### config.mk
export PLATFORM = sky130hd
export DESIGN_NAME = balanced_random_tournament_assigner_flat
export DESIGN_NICKNAME = d
export VERILOG_FILES = /design/src/sv/brta_pkg.sv /design/src/sv/brta_if.sv /design/src/sv/brta_ram.sv /design/src/sv/brta_mod.sv /design/src/sv/balanced_random_tournament_assigner.sv /design/src/flat_wrapper.sv
export SDC_FILE = /design/constraint.sdc
export NUM_CORES = 1
export LEC_CHECK = 0
export BUFFER_PORTS_ARGS = -buffer_cell sky130_fd_sc_hd__buf_2
export CAP_MARGIN = 20
export CELL_PAD_IN_SITES_DETAIL_PLACEMENT = 1
export CELL_PAD_IN_SITES_GLOBAL_PLACEMENT = 1
export CORE_MARGIN = 3
export CORE_UTILIZATION = 40
export CTS_BUF_LIST = sky130_fd_sc_hd__clkbuf_16
export CTS_CLUSTER_DIAMETER = 200
export DETAILED_ROUTE_END_ITERATION = 16
export PLACE_DENSITY = 0.7
export SLEW_MARGIN = 20
export SYNTH_ARGS = -nofsm -noshare
export SYNTH_HDL_FRONTEND = slang
export SYNTH_HIERARCHICAL = 1
export SYNTH_SLANG_ARGS = --single-unit
### constraint.sdc
create_clock -name clk -period 9.1 [get_ports clk]
set_input_delay 0 -clock clk [delete_from_list [all_inputs] [get_ports clk]]
set_output_delay 0 -clock clk [all_outputs]
set_load 0.03 [all_outputs]
### src/sv/brta_pkg.sv
`timescale 1ns / 1ps
// ----------------------------------------------------------------------------
// brta_pkg
// Shared widths for the balanced random tournament assigner.
// ----------------------------------------------------------------------------
package brta_pkg;

  localparam int WORD_W   = 32;
  localparam int ROUND_W  = 6;
  localparam int SEAT_W   = 3;
  localparam int PLAYER_W = 6;

  typedef logic [WORD_W-1:0]   word_t;
  typedef logic [ROUND_W-1:0]  round_t;
  typedef logic [SEAT_W-1:0]   seat_t;
  typedef logic [PLAYER_W-1:0] player_t;

endpackage

### src/sv/brta_if.sv
`timescale 1ns / 1ps
// ----------------------------------------------------------------------------
// brta_in_if / brta_out_if
// Valid/ready channels carrying the random word in and the seat result out.
// ----------------------------------------------------------------------------
interface brta_in_if;
  import brta_pkg::*;

  logic  valid;
  logic  ready;
  word_t random_word;

  modport source (output valid, output random_word, input ready);
  modport sink   (input valid, input random_word, output ready);
endinterface

interface brta_out_if;
  import brta_pkg::*;

  logic    valid;
  logic    ready;
  round_t  round_number;
  seat_t   seat_number;
  player_t chosen_player;
  logic    was_forced;
  logic    round_done;
  logic    set_done;
  logic    stuck;

  modport source (
    output valid, output round_number, output seat_number, output chosen_player,
    output was_forced, output round_done, output set_done, output stuck,
    input  ready
  );
  modport sink (
    input  valid, input round_number, input seat_number, input chosen_player,
    input  was_forced, input round_done, input set_done, input stuck,
    output ready
  );
endinterface

### src/sv/brta_ram.sv
`timescale 1ns / 1ps
// ----------------------------------------------------------------------------
// brta_ram
// Simple dual-port RAM, one write and one registered read per cycle.
// ----------------------------------------------------------------------------
module brta_ram #(
  parameter int WIDTH = 8,
  parameter int DEPTH = 64
) (
  input  logic                     clk,
  input  logic                     we,
  input  logic [$clog2(DEPTH)-1:0] waddr,
  input  logic [WIDTH-1:0]         wdata,
  input  logic [$clog2(DEPTH)-1:0] raddr,
  output logic [WIDTH-1:0]         rdata
);

  logic [WIDTH-1:0] mem [DEPTH];

  always_ff @(posedge clk) begin
    if (we) begin
      mem[waddr] <= wdata;
    end
    rdata <= mem[raddr];
  end

endmodule

### src/sv/brta_mod.sv
`timescale 1ns / 1ps
// ----------------------------------------------------------------------------
// brta_mod
// Bit-serial restoring remainder: word mod divisor, one dividend bit a cycle.
// ----------------------------------------------------------------------------
module brta_mod #(
  parameter int DIV_W = 13
) (
  input  logic               clk,
  input  logic               rst_n,
  input  logic               start,
  input  brta_pkg::word_t    dividend,
  input  logic [DIV_W-1:0]   divisor,
  output logic               done,
  output logic [DIV_W-1:0]   rem
);
  import brta_pkg::*;

  localparam int CNT_W = $clog2(WORD_W);

  logic             run_r;
  logic             done_r;
  logic [CNT_W-1:0] cnt_r;
  word_t            dvd_r;
  logic [DIV_W-1:0] rem_r;
  logic [DIV_W:0]   trial;
  logic [DIV_W:0]   diff;

  assign trial = {rem_r, dvd_r[WORD_W-1]};
  assign diff  = trial - {1'b0, divisor};

  always_ff @(posedge clk) begin
    if (!rst_n) begin
      run_r  <= 1'b0;
      done_r <= 1'b0;
      cnt_r  <= '0;
    end else begin
      done_r <= 1'b0;
      if (start) begin
        run_r <= 1'b1;
        cnt_r <= '0;
        dvd_r <= dividend;
        rem_r <= '0;
      end else if (run_r) begin
        rem_r <= (trial >= {1'b0, divisor}) ? diff[DIV_W-1:0] : trial[DIV_W-1:0];
        dvd_r <= dvd_r << 1;
        cnt_r <= cnt_r + 1'b1;
        if (cnt_r == CNT_W'(WORD_W - 1)) begin
          run_r  <= 1'b0;
          done_r <= 1'b1;
        end
      end
    end
  end

  assign done = done_r;
  assign rem  = rem_r;

endmodule

### src/sv/balanced_random_tournament_assigner.sv
`timescale 1ns / 1ps
// ----------------------------------------------------------------------------
// balanced_random_tournament_assigner
// Fills NUM_PLAYERS tournaments of SEATS distinct players, one seat per word.
// ----------------------------------------------------------------------------
// Each input word fills one seat and yields one result word. A seat takes a
// walk over all quotas to find a forced player and sum the pool; a forced
// pick then goes straight to the update. A weighted pick adds a bit-serial
// remainder and a second walk that stops at the chosen player. The walks are
// bounded by the single read port of the quota RAM. The input is not ready
// while a seat is in progress; a finished result waits in the output register
// while the next word is taken. An empty pool returns a stuck result and
// leaves the state as it was.
module balanced_random_tournament_assigner #(
  parameter int NUM_PLAYERS = 64,
  parameter int SEATS       = 8
) (
  input  logic          clk,
  input  logic          rst_n,
  brta_in_if.sink       in_word,
  brta_out_if.source    out_word
);
  import brta_pkg::*;

  localparam int IW  = $clog2(NUM_PLAYERS);
  localparam int CW  = $clog2(NUM_PLAYERS + 1);
  localparam int QW  = $clog2(SEATS + 1);
  localparam int EW  = (QW > CW) ? QW : CW;
  localparam int PLW = $clog2(NUM_PLAYERS * SEATS + 1);
  localparam int SW  = (SEATS > 1) ? $clog2(SEATS) : 1;
  localparam int RW  = IW;

  localparam logic [2:0] ST_IDLE = 3'd0;
  localparam logic [2:0] ST_P1   = 3'd1;
  localparam logic [2:0] ST_DIV  = 3'd2;
  localparam logic [2:0] ST_P2   = 3'd3;
  localparam logic [2:0] ST_UPD  = 3'd4;
  localparam logic [2:0] ST_FIN  = 3'd5;

  logic [2:0]             state_r;
  word_t                  word_r;
  logic [CW-1:0]          rd_idx_r;
  logic                   d_vld_r;
  logic [IW-1:0]          d_idx_r;
  logic [PLW-1:0]         pool_r;
  logic [PLW-1:0]         sel_r;
  logic                   frc_r;
  logic [IW-1:0]          pick_r;
  logic [QW-1:0]          pick_q_r;
  logic [NUM_PLAYERS-1:0] members_r;
  logic [NUM_PLAYERS-1:0] qvalid_r;
  logic [RW-1:0]          round_r;
  logic [SW-1:0]          seat_r;

  logic                   res_stuck_r;
  logic                   res_rdone_r;
  logic                   res_sdone_r;
  logic [RW-1:0]          res_round_r;
  logic [SW-1:0]          res_seat_r;

  logic                   out_valid_r;
  round_t                 out_round_r;
  seat_t                  out_seat_r;
  player_t                out_player_r;
  logic                   out_forced_r;
  logic                   out_rdone_r;
  logic                   out_sdone_r;
  logic                   out_stuck_r;

  logic [QW-1:0]          ram_rdata;
  logic [QW-1:0]          q;
  logic [CW-1:0]          open_left;
  logic                   walk_end;
  logic                   mod_start;
  logic                   mod_done;
  logic [PLW-1:0]         mod_rem;
  logic                   rdone;
  logic                   sdone;
  logic                   ram_we;
  logic                   out_load;

  brta_ram #(
    .WIDTH (QW),
    .DEPTH (NUM_PLAYERS)
  ) u_quota (
    .clk   (clk),
    .we    (ram_we),
    .waddr (pick_r),
    .wdata ((pick_q_r != '0) ? pick_q_r - 1'b1 : pick_q_r),
    .raddr (rd_idx_r[IW-1:0]),
    .rdata (ram_rdata)
  );

  brta_mod #(
    .DIV_W (PLW)
  ) u_mod (
    .clk      (clk),
    .rst_n    (rst_n),
    .start    (mod_start),
    .dividend (word_r),
    .divisor  (pool_r),
    .done     (mod_done),
    .rem      (mod_rem)
  );

  assign q         = qvalid_r[d_idx_r] ? ram_rdata : QW'(SEATS);
  assign open_left = CW'(NUM_PLAYERS) - CW'(round_r);
  assign walk_end  = (rd_idx_r == CW'(NUM_PLAYERS)) && !d_vld_r;
  assign mod_start = (state_r == ST_P1) && walk_end && !frc_r && (pool_r != '0);
  assign rdone     = (seat_r == SW'(SEATS - 1));
  assign sdone     = rdone && (round_r == RW'(NUM_PLAYERS - 1));
  assign ram_we    = (state_r == ST_UPD);
  assign out_load  = (state_r == ST_FIN) && (!out_valid_r || out_word.ready);

  assign in_word.ready = (state_r == ST_IDLE);

  always_ff @(posedge clk) begin
    if (!rst_n) begin
      state_r     <= ST_IDLE;
      d_vld_r     <= 1'b0;
      rd_idx_r    <= '0;
      members_r   <= '0;
      qvalid_r    <= '0;
      round_r     <= '0;
      seat_r      <= '0;
      out_valid_r <= 1'b0;
    end else begin
      if (out_load) begin
        out_valid_r <= 1'b1;
      end else if (out_word.ready) begin
        out_valid_r <= 1'b0;
      end

      // read pipeline shared by both walks
      if ((state_r == ST_P1 || state_r == ST_P2) && rd_idx_r != CW'(NUM_PLAYERS)) begin
        rd_idx_r <= rd_idx_r + 1'b1;
        d_vld_r  <= 1'b1;
        d_idx_r  <= rd_idx_r[IW-1:0];
      end else begin
        d_vld_r  <= 1'b0;
      end

      unique case (state_r)
        ST_IDLE: begin
          if (in_word.valid) begin
            word_r      <= in_word.random_word;
            res_round_r <= round_r;
            res_seat_r  <= seat_r;
            rd_idx_r    <= '0;
            pool_r      <= '0;
            frc_r       <= 1'b0;
            state_r     <= ST_P1;
          end
        end
        ST_P1: begin
          if (d_vld_r) begin
            if (!frc_r && EW'(q) == EW'(open_left)) begin
              frc_r    <= 1'b1;
              pick_r   <= d_idx_r;
              pick_q_r <= q;
            end
            if (!members_r[d_idx_r]) begin
              pool_r <= pool_r + PLW'(q);
            end
          end else if (walk_end) begin
            if (frc_r) begin
              state_r <= ST_UPD;
            end else if (pool_r == '0) begin
              res_stuck_r <= 1'b1;
              state_r     <= ST_FIN;
            end else begin
              state_r <= ST_DIV;
            end
          end
        end
        ST_DIV: begin
          if (mod_done) begin
            sel_r    <= mod_rem;
            rd_idx_r <= '0;
            state_r  <= ST_P2;
          end
        end
        ST_P2: begin
          if (d_vld_r) begin
            if (!members_r[d_idx_r]) begin
              if (sel_r < PLW'(q)) begin
                pick_r   <= d_idx_r;
                pick_q_r <= q;
                state_r  <= ST_UPD;
              end else begin
                sel_r <= sel_r - PLW'(q);
              end
            end
          end else if (walk_end) begin
            res_stuck_r <= 1'b1;
            state_r     <= ST_FIN;
          end
        end
        ST_UPD: begin
          res_stuck_r <= 1'b0;
          res_rdone_r <= rdone;
          res_sdone_r <= sdone;
          if (sdone) begin
            qvalid_r  <= '0;
            members_r <= '0;
            round_r   <= '0;
            seat_r    <= '0;
          end else if (rdone) begin
            qvalid_r[pick_r] <= 1'b1;
            members_r        <= '0;
            round_r          <= round_r + 1'b1;
            seat_r           <= '0;
          end else begin
            qvalid_r[pick_r]  <= 1'b1;
            members_r[pick_r] <= 1'b1;
            seat_r            <= seat_r + 1'b1;
          end
          state_r <= ST_FIN;
        end
        ST_FIN: begin
          if (out_load) begin
            // result shows the seat this word was taken for
            out_round_r  <= ROUND_W'(res_round_r);
            out_seat_r   <= SEAT_W'(res_seat_r);
            out_stuck_r  <= res_stuck_r;
            out_player_r <= res_stuck_r ? '0 : PLAYER_W'(pick_r);
            out_forced_r <= res_stuck_r ? 1'b0 : frc_r;
            out_rdone_r  <= res_stuck_r ? 1'b0 : res_rdone_r;
            out_sdone_r  <= res_stuck_r ? 1'b0 : res_sdone_r;
            res_stuck_r  <= 1'b0;
            state_r      <= ST_IDLE;
          end
        end
        default: begin
          state_r <= ST_IDLE;
        end
      endcase
    end
  end

  assign out_word.valid         = out_valid_r;
  assign out_word.round_number  = out_round_r;
  assign out_word.seat_number   = out_seat_r;
  assign out_word.chosen_player = out_player_r;
  assign out_word.was_forced    = out_forced_r;
  assign out_word.round_done    = out_rdone_r;
  assign out_word.set_done      = out_sdone_r;
  assign out_word.stuck         = out_stuck_r;

endmodule

### src/flat_wrapper.sv
// flat-port wrapper written by rule: the top's interface ports become plain ports
module balanced_random_tournament_assigner_flat import brta_pkg::*;
#(
  parameter int NUM_PLAYERS = 64,
  parameter int SEATS       = 8
)
  (clk, rst_n, in_word_valid, in_word_random_word, in_word_ready, out_word_valid, out_word_round_number, out_word_seat_number, out_word_chosen_player, out_word_was_forced, out_word_round_done, out_word_set_done, out_word_stuck, out_word_ready);
  brta_in_if in_word_i ();
  brta_out_if out_word_i ();
  input  logic clk;
  input  logic rst_n;
  input wire logic [$bits(in_word_i.valid)-1:0] in_word_valid;
  input wire logic [$bits(in_word_i.random_word)-1:0] in_word_random_word;
  output wire logic [$bits(in_word_i.ready)-1:0] in_word_ready;
  output wire logic [$bits(out_word_i.valid)-1:0] out_word_valid;
  output wire logic [$bits(out_word_i.round_number)-1:0] out_word_round_number;
  output wire logic [$bits(out_word_i.seat_number)-1:0] out_word_seat_number;
  output wire logic [$bits(out_word_i.chosen_player)-1:0] out_word_chosen_player;
  output wire logic [$bits(out_word_i.was_forced)-1:0] out_word_was_forced;
  output wire logic [$bits(out_word_i.round_done)-1:0] out_word_round_done;
  output wire logic [$bits(out_word_i.set_done)-1:0] out_word_set_done;
  output wire logic [$bits(out_word_i.stuck)-1:0] out_word_stuck;
  input wire logic [$bits(out_word_i.ready)-1:0] out_word_ready;
  assign in_word_i.valid = in_word_valid;
  assign in_word_i.random_word = in_word_random_word;
  assign in_word_ready = in_word_i.ready;
  assign out_word_valid = out_word_i.valid;
  assign out_word_round_number = out_word_i.round_number;
  assign out_word_seat_number = out_word_i.seat_number;
  assign out_word_chosen_player = out_word_i.chosen_player;
  assign out_word_was_forced = out_word_i.was_forced;
  assign out_word_round_done = out_word_i.round_done;
  assign out_word_set_done = out_word_i.set_done;
  assign out_word_stuck = out_word_i.stuck;
  assign out_word_i.ready = out_word_ready;
  balanced_random_tournament_assigner #(.NUM_PLAYERS(NUM_PLAYERS), .SEATS(SEATS)) u_core (.clk(clk), .rst_n(rst_n), .in_word(in_word_i), .out_word(out_word_i));
endmodule
Word-level counts from Yosys, hierarchy flattened
Memories as Yosys holds them, arrays and structs flattened. A register that Yosys moved wholly into a read port is not among the register bits.
Index checks and enable logic that the tools add are counted.
{ "totals": {"inputBits": 36, "mem_count": 1, "output_inout_bits": 21, "ff_bits": 298, "mem_bits_rw": 256, "elab_cells": 197} }
{ "mem_list": {"columns": ["name", "depth", "word_bits", "rd", "rd_ports_with_merged_regs", "write_ports", "line_no", "text"], "rows": [
  ["u_core.u_quota.mem", 64, 4, 1, 1, 1, "brta_ram.sv:18", "logic [WIDTH-1:0] mem [DEPTH];"]
]} }
{ "classes": {"magnitude_cmp": 5, "muxes": 77, "n_bitwise": 4, "eq_ne": 30, "n_reduce_logical": 39, "addsub": 9} }
{ "op_table": {"columns": ["op", "count"], "rows": [
  ["$mux W64", 3],
  ["$or A64 B64 Y64", 2],
  ["$mux W10", 9],
  ["$mux W32", 2],
  ["$mux W6", 7],
  ["$pmux W10 S2", 2],
  ["$mux W3", 13],
  ["$mux W4", 7],
  ["$mux W1", 22],
  ["$ne A2 B2 Y1 const B", 11],
  ["$mux W7", 3],
  ["$pmux W3 S6", 1],
  ["$lt A6 B7 Y1 const B", 2],
  ["$pmux W7 S2", 1],
  ["$bmux W1 S6", 2],
  ["$pmux W6 S2", 1],
  ["$reduce_bool A2 Y1", 6],
  ["$ge A11 B10 Y1", 1],
  ["$add A10 B4 Y10", 1],
  ["$logic_not A10 Y1", 1],
  ["$lt A10 B4 Y1", 1],
  ["$ne A2 B1 Y1 const B", 5],
  ["$reduce_and A5 Y1", 2],
  ["$reduce_bool A10 Y1", 1],
  ["37 further kinds", 58]
]} }

Logic depth before layout (Yosys ltp)
Gate-level depths: netlist of the first run.
{ "logic_depth": {"ltp_word": 8, "depth_mapped": 19} }

Cells and area by module
The synthesis of the first run kept the hierarchy.
{ "by_module_without_submodules": {"columns": ["module", "seq_area_each_um2", "cells_each", "area_each_um2", "instances"], "rows": [
  ["balanced_random_tournament_assigner", 5985.7, 857, 10463.8, 1],
  ["brta_ram", 7767.4, 529, 10356.2, 1],
  ["brta_mod", 1401.3, 214, 2666.3, 1]
]} }

Worst setup path before layout of the first run
No wires, ideal clock.
{ "synth_path": {"path_kind": "register to register", "startpoint": "register u_core.state_r[1]", "endpoint": "register u_core.res_round_r[0] (enable)", "arrival_ns": 4.874, "stages_incl_launch_ff": 4, "path_slack_ns": 3.670, "required_ns": 8.544, "setup_ns": 0.556, "path_buffers": 1, "path_cell_list": "dfxtp_1 buf_6 nand2b_1 nor4b_1"} }
{ "synth_via": {"elab_chain_cells": 2} }
{ "synth_rtl": {"columns": ["item", "line_no", "text"], "rows": [
  ["from (decl)", "balanced_random_tournament_assigner.sv:40", "logic [2:0] state_r;"],
  ["from (signal assigned)", "balanced_random_tournament_assigner.sv:119", "state_r <= ST_IDLE;"],
  ["from (signal assigned)", "balanced_random_tournament_assigner.sv:152", "state_r <= ST_P1;"],
  ["from (signal assigned)", "balanced_random_tournament_assigner.sv:167", "state_r <= ST_UPD;"],
  ["$logic_not A3 Y1", "balanced_random_tournament_assigner.sv:143", "unique case (state_r)"],
  ["$reduce_and A3 Y1 (no source line)", null, null],
  ["to (signal assigned)", "balanced_random_tournament_assigner.sv:147", "res_round_r <= round_r;"],
  ["to (decl)", "balanced_random_tournament_assigner.sv:58", "logic [RW-1:0] res_round_r;"]
]} }
No other way between the ends.
A chain may end at the register's enable or synchronous reset.

Worst setup path in the final report of the first run
{ "layout_path": {"startpoint": "register u_core.d_idx_r[1]", "endpoint": "register u_core.sel_r[4] (enable)"} }
{ "layout_via": {"elab_chain_cells": 6, "elab_cells_between_ends": 9} }
{ "layout_rtl": {"columns": ["item", "line_no", "text"], "rows": [
  ["from (decl)", "balanced_random_tournament_assigner.sv:44", "logic [IW-1:0] d_idx_r;"],
  ["from (signal assigned)", "balanced_random_tournament_assigner.sv:138", "d_idx_r <= rd_idx_r[IW-1:0];"],
  ["$bmux W1 S6", "balanced_random_tournament_assigner.sv:106", "assign q = qvalid_r[d_idx_r] ? ram_rdata : QW'(SEATS);"],
  ["$mux W1 (implied by the code)", "balanced_random_tournament_assigner.sv:106", null],
  ["$mux W4", "balanced_random_tournament_assigner.sv:106", null],
  ["via u_core.q[0]", "balanced_random_tournament_assigner.sv:71", "logic [QW-1:0] q;"],
  ["$lt A10 B4 Y1", "balanced_random_tournament_assigner.sv:186", "if (sel_r < PLW'(q)) begin"],
  ["$ne A2 B2 Y1 (no source line)", null, null],
  ["$reduce_and A6 Y1 (no source line)", null, null],
  ["to (signal assigned)", "balanced_random_tournament_assigner.sv:178", "sel_r <= mod_rem;"],
  ["to (signal assigned)", "balanced_random_tournament_assigner.sv:191", "sel_r <= sel_r - PLW'(q);"],
  ["to (decl)", "balanced_random_tournament_assigner.sv:46", "logic [PLW-1:0] sel_r;"]
]} }
The timed path passes the listed nets, and every way through them passes these cells. The select of a mux whose other input is x is not followed.

==> flow_summary.ini, run 1 <==
[clocking]
clock_latency_ns = 0.60
clock_sinks = 558
cts_hold_buf = 35
cts_resized = 0
clk_path_buf_depth = 3
cts_tree = built
cts_buffers = 57
postCtsSetupBuffers = 0
clkTransAtPathRegs_ns = 0.06
root_buffer = clkbuf_16
htree_levels = 2

[finish]
drive_gt1_frac = 0.177
n_antenna_cell = 0
seqCellArea_sq_um = 15200
fin_util = 0.461
fill_cells = 5781
layoutNonFillerInstCount = 2490
final_area_sq_um = 26700
nets = 1742
multi_input_area_sq_um = 7670
syn_to_final_growth_pct = 13.7

[grt]
grt_pass1_vias = 14400
grt_pass1_wl_mm = 85.5
grt-ovfl-total = 0
grt_max_degree = 65
grt.total_usage = 0.181
antenna_found_initial = 3

[critical_path]
rr_endpoint = u_core/sel_r[4]$_DFFE_PP_
rrSetupSlack_ns = 3.98
start_kind = register
timing.rr.start = u_core/d_idx_r[1]$_DFFE_PP_
cp.arrival_ns = 5.35
end_kind = register
r2r_cells = 15
cp_max_fo = 33
cp.required_ns = 9.33
cpPeakStageDelay_ns = 0.79
worstPathCellList = buf_4, mux4_1, mux2_2, a311o_1, a2bb2oi_1, and2_1, ha_1, fa_1, inv_1, a21o_1, a21oi_1, nand2b_1, nor3_1, nand4b_4, a211oi_2
cp_slowest_cell = a211oi_2
critPathBufInv = 2
critPathKind = register to register
cp_top_family = compound AO/OA/AOI/OAI gates

[die]
rows = 88
die_h_microns = 248
initial_utilization = 0.406
core_sq_um = 57900
die_area_sq_um = 61700
die_w_microns = 248
pin_count = 57

[route]
first_pass_iters = 5
detail_route.wl_per_cell_microns = 22.2
drtIter0Drc = 875
drc = 0
wl_mm = 55.2
ant_nets = 0
vias_per_cell = 5.53
via_count = 13800

[flow_run]
maxCapViolCount = 0

[timing]
layout_setup_ws_ns = 3.98
fmax_ghz = 0.195
drv_slew = 0
min_period_ns = 5.12
report.final.setup_viol = 0
worstMarginPinSlew_ns = 1.07
fin_setup_tns_ns = 0
slew_headroom = 0.287
rsz0062_at_grt = no
skew_ns = 0.0113
period_share = 0.562
hold_viol = 0

[place]
dpl.hpwl_mm = 34.5
place.gp.congestion = 0.810
portBuffers = 56
post-place-cells = 2347
placed_cell_area_sq_um = 24300
pre_cts_slack_ns = 3.98

[synth]
synth_cell_types = 81
seq_area_frac_synth = 0.645
mappedNetlistArea_sq_um = 23500
synth_edf_count = 398
postSynthCellCount = 1600
ys_seq_elements = 558
yosys_warnings = 6
ys.flop_type = edfxtp_1
syn_nets = 1666
synthArstFlopShare = 0
syn_avg_cell_area_sq_um = 14.7

[min_path]
hold-path-endpoint = u_core/word_r[12]$_DFFE_PP_
min_from = in_word_random_word[12]
whs_path_depth = 2
holdCritPathClass = input pin to register

[pwr]
peakVddDrop_uv = 237
p_per_area_nw_per_um2 = 211
p_leak_nw = 9.00

[status]
status = complete, no violations
[worst max-delay path by stage]
stage,from,to,slack [ns],depth (start not counted)
after floorplan,u_core/state_r[1]$_SDFFE_PN0P_,u_core/res_round_r[0]$_DFFE_PP_,3.67,3
after global placement,u_core/d_idx_r[1]$_DFFE_PP_,u_core/sel_r[5]$_DFFE_PP_,4.18,15
after CTS,u_core/d_idx_r[1]$_DFFE_PP_,u_core/sel_r[7]$_DFFE_PP_,3.99,15
after detailed placement,u_core/d_idx_r[1]$_DFFE_PP_,u_core/sel_r[9]$_DFFE_PP_,3.98,15
final,u_core/d_idx_r[1]$_DFFE_PP_,u_core/sel_r[4]$_DFFE_PP_,3.98,15
after global routing,u_core/d_idx_r[1]$_DFFE_PP_,u_core/pick_r[4]$_DFFE_PP_,3.71,17
[report_power, final]
group | switching [W] | internal [W] | total (W) | leakage, nW
sequential | 0.0000492 | 0.00274 | 0.00279 | 4.90
clock | 0.000983 | 0.00151 | 0.00250 | 1.02
combinational | 0.000187 | 0.000159 | 0.000345 | 3.08
[sequential cells by signal (all words and copies together), names as in the netlist, 7 cells and up]
| name | flops |
|---|---|
| u_core/u_quota/mem | 256 |
| u_core/qvalid_r | 64 |
| u_core/pool_r | 10 |
| u_core/word_r | 32 |
| u_core/u_mod/dvd_r | 32 |
| u_core/members_r | 64 |
| u_core/rd_idx_r | 7 |
| u_core/u_mod/rem | 10 |
| u_core/sel_r | 10 |
[kinds of logic after synthesis]
group,Yosys count,synth area share
mux,161,0.125
flops,558,0.645
xor+xnor,33,0.0123
buf+inv,128,0.0313
compound gates,265,0.0821
fa+ha+maj,30,0.0169
simple gates,425,0.0870
[placed cells by master, fill, tap and decap left out, types with 30 or more instances in the layout]
| master | n |
|---|---|
| mux4_2 | 77 |
| buf_2 | 56 |
| dlygate4sd3_1 | 35 |
| dfxtp_1 | 157 |
| o21a_1 | 132 |
| nand2_1 | 62 |
| edfxtp_1 | 398 |
| clkbuf_16 | 59 |
| nor2_1 | 188 |
| inv_1 | 46 |
| nor2b_1 | 30 |
[cell usage after synthesis, types with 25 or more instances]
library cell	n	area, sq um
ha_1	27	338
clkbuf_1	44	165
edfxtp_1	398	12000
o21ai_0	25	125
mux2_2	26	293
mux4_2	77	1730
nor2b_1	30	188
dfxtp_1	160	3200
nand3_1	26	130
mux2i_1	26	260
inv_1	37	139
nand2_1	62	233
o21a_1	133	998
nor2_1	189	709
[per-layer routing]
metal  wire length, microns  part of all wire  vias to the layer above  GRT usage
li1                       -                 -                     6234          -
met3                   2850             0.052                       97     0.0316
met2                  26600              0.48                      321      0.304
met1                  24500              0.44                     7120      0.243
met5                     13           0.00024                        -          0
met4                   1220             0.022                        2     0.0469
[per-stage QoR]
stage	hold slack [ns]	total power (W)
2_1_floorplan	0.0989	0.00310
5_1_grt	0.0852	0.00583
4_1_cts	0.0628	0.00568
3_3_place_gp	0.179	0.00316
3_5_place_dp	0.179	0.00317
6_report	0.111	0.00563
[area by class of cell]
cell class,instances,area share
flip-flops and latches,558,0.568
repair buffers,107,0.0281
inverters,38,0.00534
well taps,765,0.0358
clock inverters,49,0.0204
multi-input cells,914,0.287
clock buffers,59,0.0553
Note: power is estimated with default switching activity, not from simulation.
==> inputs of run 2 (changes only) <==
Settings changed: ABC_AREA set to 1, PLACE_DENSITY 0.7 to 0.76.
Clock period 9.1 ns to 4.3 ns, I/O delays scaled along.
==> run 2 against run 1 <==
Utilization grew 0.22 points; global-route usage up 3.4 points; highest routed layer is now met4; clock skew is 0.0099 ns higher; largest power group unchanged; total power grew to 2.6 times the previous value; largest cell class unchanged; sequential power rose by 130%.
==> flow_summary.ini, run 2 <==
[status]
status = complete, no violations

[route]
vias_per_cell = 5.40
drtIter0Drc = 1122
drc = 0
wl_mm = 68.9
first_pass_iters = 5
detail_route.wl_per_cell_microns = 20.2
via_count = 18500
ant_nets = 0

[synth]
postSynthCellCount = 2519
ys_top_cells_by_area = edfxtp_1 49%, dfxtp_1 13%, nand2_1 10%
ys.flop_type = edfxtp_1
synthArstFlopShare = 0
netlist.area_leader.share = 0.494
mappedNetlistArea_sq_um = 24200
yosys_warnings = 6
yosysTopAreaCell = edfxtp_1
synth_cell_types = 46
yosys-top-cells-count = 672 x nand2_1, 398 x edfxtp_1, 312 x nand3_1
yosysMostFrequentCell = nand2_1
synth_edf_count = 398
ys_seq_elements = 558
syn_avg_cell_area_sq_um = 9.61
syn_nets = 2585
seq_area_frac_synth = 0.626

[min_path]
whs_path_depth = 2
holdCritPathClass = input pin to register
hold-path-endpoint = u_core/word_r[9]$_DFFE_PP_
min_from = in_word_random_word[9]

[clocking]
cts_tree = built
root_buffer = clkbuf_16
htree_levels = 2
clk_path_buf_depth = 3
cts_buffers = 59
clock_sinks = 558
clock_latency_ns = 0.62
clkTransAtPathRegs_ns = 0.06

[critical_path]
cp.required_ns = 4.61
timing.rr.start = u_core/d_idx_r[0]$_DFFE_PP_
rrSetupSlack_ns = 0.33
critPathKind = register to register
cp_max_fo = 42
rr_endpoint = u_core/pick_r[4]$_DFFE_PP_
r2r_cells = 24
start_kind = register
cp.arrival_ns = 4.28
end_kind = register

[die]
core_sq_um = 59500
pin_count = 57
initial_utilization = 0.407
rows = 89
die_area_sq_um = 63500
die_h_microns = 252
die_w_microns = 252

[timing]
period_share = 0.923
skew_ns = 0.0212
hold_viol = 0
worstMarginPinSlew_ns = 1.05
report.final.setup_viol = 0
fin_setup_tns_ns = 0
drv_slew = 0
min_period_ns = 3.97
slew_headroom = 0.296
rsz0062_at_grt = no
fmax_ghz = 0.252

[finish]
largest_reg_flops = 256
n_antenna_cell = 0
nets = 2665
seqCellArea_sq_um = 15200
fill_cells = 6744
final_common_cell = nand2_1
top_register = u_core/u_quota/mem
multi_input_area_sq_um = 7710
final_cell_mix = 671 x nand2_1, 398 x edfxtp_1, 312 x nand3_1
final_area_sq_um = 27500
drive_gt1_frac = 0.0895
reg_top3 = u_core/u_quota/mem (256), u_core/members_r (64), u_core/qvalid_r (64)
syn_to_final_growth_pct = 13.8

[pwr]
p_leak_nw = 10.4
p_sw_frac = 0.312
peakVddDrop_uv = 375
p_seq_frac = 0.439
p_per_area_nw_per_um2 = 526
pwr-share-clk = 0.353
p_comb_frac = 0.208
p_sw_w = 0.00452
power.internal_w = 0.00996

[place]
portBuffers = 56
placed_cell_area_sq_um = 25100
place.gp.congestion = 0.824
dpl.hpwl_mm = 41.0

[grt]
antenna_found_initial = 1
grt_pass1_vias = 19700
grt.total_usage = 0.215
grt_pass1_wl_mm = 108
grt_max_degree = 97
grt-ovfl-total = 0

[flow_run]
maxCapViolCount = 0
-- run 2: changes by cell type in the layout (fill, tap and decap cells not counted), moves of 19 or more --
cell | previous run | this run
inv_1 | 46 | 181
nand3_1 | 26 | 312
o21ai_0 | 23 | 51
nand2_1 | 62 | 671
o21a_1 | 132 | 1
buf_4 | 16 | 42
mux2_2 | 26 | 0
a21oi_1 | 24 | 176
nor2_1 | 188 | 280
mux4_1 | 19 | 0
nor2b_1 | 30 | 0
mux2i_1 | 26 | 0
mux4_2 | 77 | 0
-- run 2: cell families after synthesis --
kind of cell | count (synthesis) | share of synthesized area
compound gates | 268 | 0.0580
xor+xnor | 16 | 0.00579
fa+ha+maj | 30 | 0.0164
buf+inv | 299 | 0.0597
flops | 558 | 0.626
simple gates | 1348 | 0.234
-- run 2: layout make-up --
cell class,count,area share
Clock inverter,50,0.0156
Inverter,178,0.0254
Clock buffer,59,0.0536
Sequential cell,558,0.550
Timing Repair Buffer,140,0.0400
Multi-Input combinational cell,1662,0.280
Tap cell,773,0.0351
-- run 2: per-layer routing --
metal,routed length [microns],vias up,GRT usage
met3,3300,133,0.0314
met5,0,-,0
met4,1890,0,0.0712
li1,-,8645,-
met2,34000,465,0.374
met1,29700,9210,0.276
-- run 2: worst max-delay path by stage --
stage | cells past startpoint | start | slack, ns | endpoint
finish | 24 | u_core/d_idx_r[0]$_DFFE_PP_ | 0.33 | u_core/pick_r[4]$_DFFE_PP_
global route | 24 | u_core/d_idx_r[0]$_DFFE_PP_ | 0.007 | u_core/pick_r[4]$_DFFE_PP_
CTS | 24 | u_core/d_idx_r[0]$_DFFE_PP_ | 0.09 | u_core/pick_r[4]$_DFFE_PP_
detailed placement | 24 | u_core/d_idx_r[0]$_DFFE_PP_ | 0.17 | u_core/pick_r[0]$_DFFE_PP_
global placement | 24 | u_core/d_idx_r[0]$_DFFE_PP_ | 0.38 | u_core/pick_r[0]$_DFFE_PP_
floorplan | 9 | u_core/state_r[0]$_SDFFE_PN0P_ | 0.32 | u_core/u_mod/dvd_r[0]$_SDFFCE_PN0P_
-- run 2: repair_timing --
action / in CTS / in global routing
gates resized for setup: 0 / 16
endpoints found under the hold margin: 48 / 0
setup endpoints to repair: 0 / 24
setup buffers: 0 / 3
hold buffers: 35 / 0
-- run 2: worst max-delay path: stages (launching register included) --
cell,delay (ns)
edfxtp_1,0.47
bufinv_16,0.34
nand2_1,0.09
nand3_1,0.10
nand3_1,0.10
nand2_1,0.10
nand2_1,0.05
nand3_1,0.11
nand3_2,0.11
nand2_4,0.14
nand2_1,0.09
inv_1,0.11
ha_1,0.19
fa_1,0.22
nor2_1,0.06
o21ai_1,0.16
nand2_1,0.10
nor2_1,0.16
inv_1,0.11
nor4_4,0.19
nand2_1,0.11
nand2_1,0.07
nand4_1,0.10
a21oi_1,0.15
buf_4,0.21
-- run 2: power groups by stage --
stage	Combinational [W]	Clock, W	Sequential [W]
final	0.00301	0.00512	0.00635
after CTS	0.00293	0.00518	0.00635
after detailed placement	0.00288	0	0.00645
after floorplan	0.00216	0	0.00637
after global placement	0.00277	0	0.00644
after global routing	0.00337	0.00544	0.00637
-- run 2: per-stage QoR --
step | power (W) | std cells | setup WS (ns) | hold slack, ns | util
5_1_grt | 0.0152 | 3420 | 0.00671 | 0.0854 | 0.463
2_1_floorplan | 0.00854 | 2519 | 0.319 | 0.0989 | -
6_report | 0.0145 | 3420 | 0.331 | 0.0991 | 0.463
4_1_cts | 0.0145 | 3413 | 0.0920 | 0.0645 | 0.460
3_5_place_dp | 0.00933 | 3269 | 0.168 | 0.179 | 0.422
3_3_place_gp | 0.00922 | 3269 | 0.384 | 0.177 | 0.422
